$ cat config.mk
export PLATFORM = sky130hd
export DESIGN_NAME = i2c_master_bit_sequencer
export DESIGN_NICKNAME = d
export VERILOG_FILES = /design/src/i2cbs_pkg.sv /design/src/i2cbs_front.sv /design/src/i2cbs_queue.sv /design/src/i2c_master_bit_sequencer.sv
export SDC_FILE = /design/constraint.sdc
export NUM_CORES = 1
export LEC_CHECK = 0
export BUFFER_PORTS_ARGS = -buffer_cell sky130_fd_sc_hd__buf_2
export CORE_AREA = 2 2 81 83
export CTS_BUF_LIST = sky130_fd_sc_hd__clkbuf_8 sky130_fd_sc_hd__clkbuf_16
export DETAILED_ROUTE_END_ITERATION = 7
export DIE_AREA = 0 0 83 85
export PLACE_DENSITY = 0.85
export RECOVER_POWER = 100
export SYNTH_ARGS = -nofsm -noshare
export SYNTH_HDL_FRONTEND = slang
export SYNTH_SLANG_ARGS = --single-unit
$ cat constraint.sdc
create_clock -name clk -period 2.55 [get_ports clk]
set_input_delay 0.255 -clock clk [delete_from_list [all_inputs] [get_ports clk]]
set_output_delay 0.255 -clock clk [all_outputs]
set_load 0.01 [all_outputs]
$ cat src/i2cbs_pkg.sv
// Package with the word types, command codes and sizes of the I2C line sequencer.
package i2cbs_pkg;

	typedef enum logic [2:0] {
		CMD_NONE  = 3'd0,
		CMD_START = 3'd1,
		CMD_STOP  = 3'd2,
		CMD_WRITE = 3'd3,
		CMD_READ  = 3'd4,
		CMD_WACK  = 3'd5,
		CMD_ACK   = 3'd6,
		CMD_NACK  = 3'd7
	} cmd_t;

	localparam int unsigned QUEUE_DEPTH = 2;
	localparam logic [3:0] LAST_BIT_SLOT = 4'd15;
	localparam logic [3:0] ACK_SAMPLE_SLOT = 4'd1;

	typedef struct packed {
		logic [2:0] req_type;
		logic [7:0] data;
		logic       sda_in;
	} req_t;

	typedef struct packed {
		logic       scl;
		logic       sda_out;
		logic       busy_res;
		logic       done_res;
		logic [7:0] read_data;
		logic       ack_seen;
	} rsp_t;

endpackage

$ cat src/i2cbs_front.sv
// Slot engine: takes one slot word, advances the command state and forms its result word.
module i2cbs_front
	import i2cbs_pkg::*;
(
	input  logic clk,
	input  logic arst_n,
	input  logic push,
	input  req_t req,
	output rsp_t rsp
);

	logic       scl_level_q;
	logic       sda_level_q;
	cmd_t       cmd_q;
	logic [3:0] slot_q;
	logic [7:0] shift_q;
	logic       ack_q;
	logic [7:0] rdata_q;

	cmd_t       cmd_d;
	logic [3:0] slot_d;
	logic [7:0] shift_d;
	logic       ack_d;
	logic [7:0] rdata_d;
	logic       scl_d;
	logic       sda_d;
	logic       scl_level_d;
	logic       sda_level_d;
	logic       done;
	logic       hold_low;
	cmd_t       eff_cmd;
	logic [3:0] slot;
	logic [7:0] shift_ld;

	always_comb begin
		eff_cmd = cmd_q;
		slot = slot_q;
		shift_ld = shift_q;
		ack_d = ack_q;
		if (cmd_q == CMD_NONE && cmd_t'(req.req_type) != CMD_NONE) begin
			eff_cmd = cmd_t'(req.req_type);
			slot = '0;
			if (eff_cmd == CMD_WRITE) begin
				shift_ld = req.data;
			end
			if (eff_cmd == CMD_READ) begin
				shift_ld = '0;
			end
			if (eff_cmd == CMD_WACK) begin
				ack_d = 1'b1;
			end
		end
		shift_d = shift_ld;
		rdata_d = rdata_q;
		scl_d = scl_level_q;
		sda_d = sda_level_q;
		done = 1'b0;
		hold_low = 1'b0;
		case (eff_cmd)
			CMD_START: begin
				scl_d = 1'b1;
				sda_d = (slot == '0);
				if (slot != '0) begin
					done = 1'b1;
					hold_low = 1'b1;
				end
			end
			CMD_STOP: begin
				scl_d = 1'b1;
				sda_d = (slot != '0);
				done = (slot != '0);
			end
			CMD_WRITE: begin
				sda_d = shift_ld[7];
				scl_d = ~slot[0];
				if (slot[0]) begin
					shift_d = {shift_ld[6:0], 1'b0};
				end
				done = (slot == LAST_BIT_SLOT);
			end
			CMD_READ: begin
				sda_d = 1'b1;
				scl_d = ~slot[0];
				if (!slot[0]) begin
					shift_d = {shift_ld[6:0], req.sda_in};
				end
				if (slot == LAST_BIT_SLOT) begin
					done = 1'b1;
					rdata_d = shift_ld;
				end
			end
			CMD_WACK, CMD_ACK, CMD_NACK: begin
				sda_d = (eff_cmd != CMD_ACK);
				if (slot == ACK_SAMPLE_SLOT) begin
					scl_d = 1'b1;
					if (eff_cmd == CMD_WACK) begin
						ack_d = req.sda_in;
					end
				end else if (slot > ACK_SAMPLE_SLOT) begin
					scl_d = 1'b0;
					done = 1'b1;
				end
			end
			default: begin
			end
		endcase
		scl_level_d = scl_level_q;
		sda_level_d = sda_level_q;
		cmd_d = eff_cmd;
		slot_d = slot;
		if (eff_cmd != CMD_NONE) begin
			scl_level_d = hold_low ? 1'b0 : scl_d;
			sda_level_d = sda_d;
			if (done) begin
				cmd_d = CMD_NONE;
				slot_d = '0;
			end else begin
				slot_d = slot + 4'd1;
			end
		end
		rsp.scl = scl_d;
		rsp.sda_out = sda_d;
		rsp.busy_res = (eff_cmd != CMD_NONE);
		rsp.done_res = done;
		rsp.read_data = rdata_d;
		rsp.ack_seen = ack_d;
	end

	always_ff @(posedge clk or negedge arst_n) begin
		if (!arst_n) begin
			scl_level_q <= 1'b1;
			sda_level_q <= 1'b1;
			cmd_q <= CMD_NONE;
			slot_q <= '0;
			shift_q <= '0;
			ack_q <= 1'b1;
			rdata_q <= '0;
		end else if (push) begin
			scl_level_q <= scl_level_d;
			sda_level_q <= sda_level_d;
			cmd_q <= cmd_d;
			slot_q <= slot_d;
			shift_q <= shift_d;
			ack_q <= ack_d;
			rdata_q <= rdata_d;
		end
	end

endmodule

$ cat src/i2cbs_queue.sv
// Result queue that holds finished slot words until the consumer takes them.
module i2cbs_queue
	import i2cbs_pkg::*;
#(
	parameter int unsigned DEPTH = QUEUE_DEPTH
) (
	input  logic clk,
	input  logic arst_n,
	input  logic push,
	input  rsp_t push_word,
	output logic full,
	output logic pop_valid,
	input  logic pop_ready,
	output rsp_t pop_word
);

	localparam int unsigned PW = (DEPTH > 1) ? $clog2(DEPTH) : 1;
	localparam int unsigned CW = $clog2(DEPTH + 1);

	rsp_t          mem_q [DEPTH];
	logic [PW-1:0] wr_ptr_q;
	logic [PW-1:0] rd_ptr_q;
	logic [CW-1:0] count_q;
	logic          pop;

	assign full = (count_q == CW'(DEPTH));
	assign pop_valid = (count_q != '0);
	assign pop = pop_valid && pop_ready;
	assign pop_word = mem_q[rd_ptr_q];

	always_ff @(posedge clk) begin
		if (push) begin
			mem_q[wr_ptr_q] <= push_word;
		end
	end

	always_ff @(posedge clk or negedge arst_n) begin
		if (!arst_n) begin
			wr_ptr_q <= '0;
			rd_ptr_q <= '0;
			count_q <= '0;
		end else begin
			if (push) begin
				wr_ptr_q <= (wr_ptr_q == PW'(DEPTH - 1)) ? '0 : wr_ptr_q + PW'(1);
			end
			if (pop) begin
				rd_ptr_q <= (rd_ptr_q == PW'(DEPTH - 1)) ? '0 : rd_ptr_q + PW'(1);
			end
			if (push && !pop) begin
				count_q <= count_q + CW'(1);
			end else if (pop && !push) begin
				count_q <= count_q - CW'(1);
			end
		end
	end

endmodule

$ cat src/i2c_master_bit_sequencer.sv
// Top level of the I2C master line sequencer: slot engine followed by a result queue.
//   channel | direction | handshake              | word
//   req     | in        | req_valid / req_ready  | req_type, data, sda_in
//   rsp     | out       | rsp_valid / rsp_ready  | scl, sda_out, busy_res, done_res,
//           |           |                        | read_data, ack_seen
// One slot word is accepted per cycle while the queue is not full; its result word is queued for rsp.
// The slot engine updates its command state in the cycle a word is accepted.
// Results wait in a DEPTH-entry queue; req_ready is low only while that queue is full.
// Reset is asynchronous and returns the bus levels high with no command active.
module i2c_master_bit_sequencer
	import i2cbs_pkg::*;
#(
	parameter int unsigned DEPTH = QUEUE_DEPTH
) (
	input  logic clk,
	input  logic arst_n,
	input  logic req_valid,
	output logic req_ready,
	input  req_t req,
	output logic rsp_valid,
	input  logic rsp_ready,
	output rsp_t rsp
);

	logic push;
	logic full;
	rsp_t slot_word;

	assign req_ready = ~full;
	assign push = req_valid && req_ready;

	i2cbs_front u_front (
		.clk    (clk),
		.arst_n (arst_n),
		.push   (push),
		.req    (req),
		.rsp    (slot_word)
	);

	i2cbs_queue #(
		.DEPTH (DEPTH)
	) u_queue (
		.clk       (clk),
		.arst_n    (arst_n),
		.push      (push),
		.push_word (slot_word),
		.full      (full),
		.pop_valid (rsp_valid),
		.pop_ready (rsp_ready),
		.pop_word  (rsp)
	);

endmodule

After elaboration in Yosys (flattened, before gate mapping)
Memory sizes are Yosys's and may differ from the RTL's.
Index checks and enable logic that the tools add are counted.
{ "op_classes": {"n_bitwise": 2, "n_eq_ne": 14, "magnitude_cmp": 1, "n_addsub": 5, "reduce_logical": 18, "n_mux": 36} }
{ "op_table": {"columns": ["op", "count"], "rows": [
  ["$mux W8", 7],
  ["$eq A3 B3 Y1 const B", 6],
  ["$mux W1", 17],
  ["$pmux W8 S2", 1],
  ["$mux W4", 3],
  ["$pmux W1 S5", 2],
  ["$eq A3 B2 Y1 const B", 3],
  ["$mux W3", 3],
  ["$reduce_bool A3 Y1", 2],
  ["$logic_and A1 B1 Y1", 5],
  ["$add A4 B1 Y4 const B", 1],
  ["$eq A4 B1 Y1 const B", 1],
  ["$eq A4 B4 Y1 const B", 1],
  ["$gt A4 B1 Y1 const B", 1],
  ["$logic_not A4 Y1", 1],
  ["$mux W2", 2],
  ["$reduce_bool A2 Y1", 2],
  ["$reduce_bool A4 Y1", 1],
  ["$reduce_or A2 Y1", 2],
  ["$eq A3 B1 Y1 const B", 1],
  ["$logic_not A3 Y1", 1],
  ["$ne A3 B3 Y1 const B", 1],
  ["$pmux W1 S3", 1],
  ["$reduce_or A3 Y1", 1],
  ["other kinds (7)", 10]
]} }
{ "word_totals": {"output_inout_bits": 15, "memories": 1, "word_cells": 87, "regBits": 30, "ram_bits": 26} }
{ "memory_table": {"columns": ["name", "words", "word_bits", "rd", "rd_clocked_by_memory_dff", "wr", "line", "text"], "rows": [
  ["u_queue.mem_q", 2, 13, 1, 0, 1, "i2cbs_queue.sv:20", "rsp_t mem_q [DEPTH];"]
]} }

Longest topological paths before layout
{ "depth": {"ltp_word": 9, "ltp_mapped": 12} }

Hierarchy
From an unflattened synthesis, not the netlist that was laid out.
{ "hier_totals": {"cells_unflattened": 296, "area_unflattened_um2": 3148.0} }
{ "modules_own_cells": {"columns": ["module", "cells_per_inst", "area_per_inst_um2", "instances"], "rows": [
  ["i2cbs_front", 238, 2006.9, 1],
  ["i2cbs_queue", 56, 1131.1, 1],
  ["i2c_master_bit_sequencer", 2, 10.0, 1]
]} }

Least setup slack after synthesis
No wires, ideal clock.
{ "synth_timing": {"kind": "flip-flop to flip-flop", "from": "register u_front.cmd_q[1]", "to": "register u_front.rdata_q[0]", "arrival_time_ps": 2476, "path_stages_with_launch": 12, "synth_period_minus_slack_ps": 2601, "path_slack_ps": -51, "cell_sequence": "dfrtp_1 -> buf_6 -> or3_4 -> o21ai_1 -> buf_4 -> inv_2 -> ha_1 -> and3_1 -> nand3_2 -> nand2b_1 -> buf_2 -> mux2_2"} }
{ "synth_via": {"elab_chain_cells": 6} }
{ "synth_lines": {"columns": ["element", "line", "text"], "rows": [
  ["from (decl)", "i2cbs_front.sv:14", "cmd_t cmd_q;"],
  ["from (signal assigned)", "i2cbs_front.sv:141", "cmd_q <= cmd_d;"],
  ["$logic_not A3 Y1", "i2cbs_front.sv:40", "if (cmd_q == CMD_NONE && cmd_t'(req.req_type) != CMD_NONE) begin"],
  ["$logic_and A1 B1 Y1", "i2cbs_front.sv:40", null],
  ["$mux W4", "i2cbs_front.sv:40", null],
  ["$eq A4 B4 Y1", "i2cbs_front.sv:87", "if (slot == LAST_BIT_SLOT) begin"],
  ["$mux W8", "i2cbs_front.sv:87", null],
  ["$mux W8 (*)", "i2cbs_front.sv:59", "case (eff_cmd)"],
  ["to (signal assigned)", "i2cbs_front.sv:145", "rdata_q <= rdata_d;"],
  ["to (decl)", "i2cbs_front.sv:18", "logic [7:0] rdata_q;"]
]} }
Every way passes the cells marked *; elsewhere a longest branch is shown, timed or not.
A chain may end at the register's enable or synchronous reset.

==> impl_metrics.py <==
metrics = {
    "detailed_routing": {
        "wirelength_met1_um": 3160,
        "dr.pass1.iters": 4,
        "highest_layer": "met4",
        "wire_per_inst_um": 17.4,
        "finalWirelength_um": 7170,
        "vias": 2553,
        "routed-wl-met2_um": 3300,
        "drt_first_iter_violations": 169,
        "vias_per_cell": 6.18,
        "dr_wl_met3_um": 621,
        "drc_errors": 0,
        "postRouteAntennaNets": 0,
    },
    "synthesis": {
        "ys_ff_latch": 56,
        "async_flop_share": 0.536,
        "synth_area_mm2": 0.00320,
        "avgSynthCellArea_um2": 10.7,
        "synth_edf_count": 26,
        "yosysWarnings": 0,
        "syn-num-nets": 318,
        "synthCells": 299,
        "synthFlopType": "dfrtp_1",
        "ys_seq_area_frac": 0.480,
        "synth.distinct_cells": 63,
    },
    "power_and_ir_drop": {
        "p_total_mw": 4.04,
        "p_leak_nw": 1.35,
        "ir_drop_uv": 629,
        "p_per_area_mw_per_mm2": 1140,
    },
    "die": {
        "die_w_um": 83,
        "core_mm2": 0.00620,
        "die_h_um": 85,
        "dieArea_mm2": 0.00706,
        "rows": 29,
        "ios": 31,
        "start_util": 0.515,
    },
    "final_layout": {
        "syn2layout_area_growth_pct": 10.6,
        "diodes": 0,
        "fin_nets": 354,
        "drive_gt1_frac": 0.232,
        "finalInstanceArea_mm2": 0.00353,
        "utilization": 0.570,
        "stdcell_count": 413,
        "mostFrequentLayoutCell": "dfrtp_1",
        "final_cell_mix": "27 x dfrtp_1, 26 x edfxtp_1, 23 x nor2_1, 23 x mux2_2, 20 x o21ai_0",
    },
    "timing": {
        "rsz0062_at_grt": "false",
        "fin_hold_ws_ps": 239,
        "hold_viol": 0,
        "maxSlewViolCount": 31,
        "fmax_ghz": 0.416,
        "fin_ws_ps": 143,
        "fin_skew_ps": 4.52,
        "period_needed_ps": 2410,
        "slew_headroom": -0.129,
        "worstMarginPinSlew_ps": 1690,
        "layout_worst_path_cycle_share": 0.944,
        "setup_viol": 0,
        "fin_setup_tns_ps": 0,
    },
    "global_routing": {
        "grt_pass1_wl_um": 11900,
        "antenna_found_initial": 0,
        "grt_util_all_layers": 0.208,
        "gr-total-overflow": 0,
        "grt_max_degree": 31,
        "grt_pass1_vias": 2414,
    },
    "clocking": {
        "cts_tree": "done",
        "cts_buffer_depth": 2,
        "cts_buffers": 5,
        "postCtsSetupBuffers": 0,
        "clkSlewWorstSetupHoldPaths_ps": 100,
        "cts.sinks": 56,
        "h-tree-depth": 2,
        "cts.repair.resized": 0,
        "cts_root_buffer": "clkbuf_8",
        "holdBufCountCts": 0,
        "clk_latency_ps": 310,
    },
    "critical_path": {
        "cp.arrival_ps": 2470,
        "cp_top_family": "simple AND/OR/NAND/NOR gates",
        "reg2reg_from": "u_front.cmd_q[0]",
        "r2r_end": "u_queue.mem_q[0][6]",
        "cp.buffers_inverters": 2,
        "crit_slowest_cell": "dfrtp_1",
        "critPathCaptureType": "flop",
        "critPathMaxStageDelay_ps": 390,
        "worst-r2r-setup-slack_ps": 140,
        "cp_max_fo": 7,
        "crit_type": "flop to flop",
        "path_cells": "or3_4 > o21ai_2 > clkinv_1 > ha_1 > and3_1 > nand3_4 > buf_4 > mux2_1",
        "ff2ff_path_depth": 8,
        "cp_data_required_time_ps": 2610,
        "critical_path.startpoint_type": "flop",
    },
    "placement": {
        "placed_cells": 405,
        "place_ws_ps": 94.3,
        "dp_hpwl_um": 5100,
        "gp_routability_congestion": 0.932,
        "placed_area_mm2": 0.00347,
        "port_buffers": 30,
    },
    "job": {
        "drv_cap": 1,
    },
    "outcome": {
        "violations": "capacitance limit, slew limit",
        "status": "finished, violations left",
    },
    "min_path": {
        "min_path_cells": 3,
        "min_to": "u_queue.rd_ptr_q",
        "worstHoldStart": "rsp_ready",
        "hp-class": "input port to flop",
    },
}
==> cells in the mapped netlist (4+ instances only) <==
cell type	count	share of area
inv_1	8	0.0094
edfxtp_1	26	0.24
mux2_2	29	0.10
o21ai_1	4	0.0063
buf_2	6	0.0094
clkbuf_1	5	0.0059
dfrtp_1	27	0.21
xnor2_1	4	0.011
a211oi_1	6	0.014
a31oi_1	6	0.012
a21oi_1	14	0.022
nor3_1	14	0.022
nand2_1	13	0.015
o21ai_0	19	0.030
nand2b_1	4	0.0078
a32oi_1	4	0.011
nor2_1	23	0.027
nand3_1	11	0.017
and3_1	4	0.0078
==> state kept, by name, summed over array words and instances, names as in the netlist <==
signal               cells
u_queue.mem_q           26
u_front.rdata_q          8
u_front.shift_q          8
u_front.slot_q           4
u_front.cmd_q            3
u_queue.count_q          2
u_front.ack_q            1
u_front.scl_level_q      1
u_front.sda_level_q      1
u_queue.rd_ptr_q         1
u_queue.wr_ptr_q         1
==> worst register-to-register path, cell delays in order, from the launching register on <==
cell and delay, ps:
dfrtp_1 390, or3_4 390, o21ai_2 160, clkinv_1 100, ha_1 210, and3_1 250, nand3_4 140, buf_4 150
mux2_1 350
==> metal layers <==
metal,vias to the layer above,global-route usage
met5,-,0
met4,0,0.0596
met3,10,0.0399
met2,131,0.327
met1,1212,0.298
li1,1200,-
==> report_power, final <==
group	leakage [nW]	switching, mW	internal [mW]
Combinational	0.677	1.24	0.795
Clock	0.0485	0.303	0.198
Sequential	0.625	0.213	1.29
Total	1.35	1.76	2.28
==> worst max-delay path by stage <==
| stage | startpoint | to | slack (ps) | cells past startpoint |
|---|---|---|---|---|
| after floorplan | u_front.cmd_q[1] | u_front.rdata_q[0] | 2 | 11 |
| after global placement | req[9] | u_front.slot_q[2] | 140 | 9 |
| after detailed placement | req[9] | u_front.slot_q[0] | 90 | 9 |
| after CTS | u_front.cmd_q[0] | u_front.rdata_q[1] | 90 | 8 |
| after global routing | u_front.cmd_q[0] | u_front.slot_q[3] | 8 | 9 |
| final | u_front.cmd_q[0] | u_queue.mem_q[0][6] | 140 | 8 |
==> layout make-up <==
cell class	count	area [µm²]
fillers	532	2670
flip-flops and latches	56	1540
multi-input cells	214	1520
repair buffers	47	248
well taps	77	96.3
clock buffers	5	68.8
inverters	11	41.3
clock inverters	3	22.5
==> kinds of logic after synthesis <==
family / Yosys count / synth area share
buf+inv: 29 / 0.0474
fa+ha+maj: 3 / 0.0117
mux: 31 / 0.108
flops: 56 / 0.480
simple gates: 92 / 0.154
compound gates: 82 / 0.181
xor+xnor: 6 / 0.0164
Note: power is estimated with default switching activity, not from simulation.
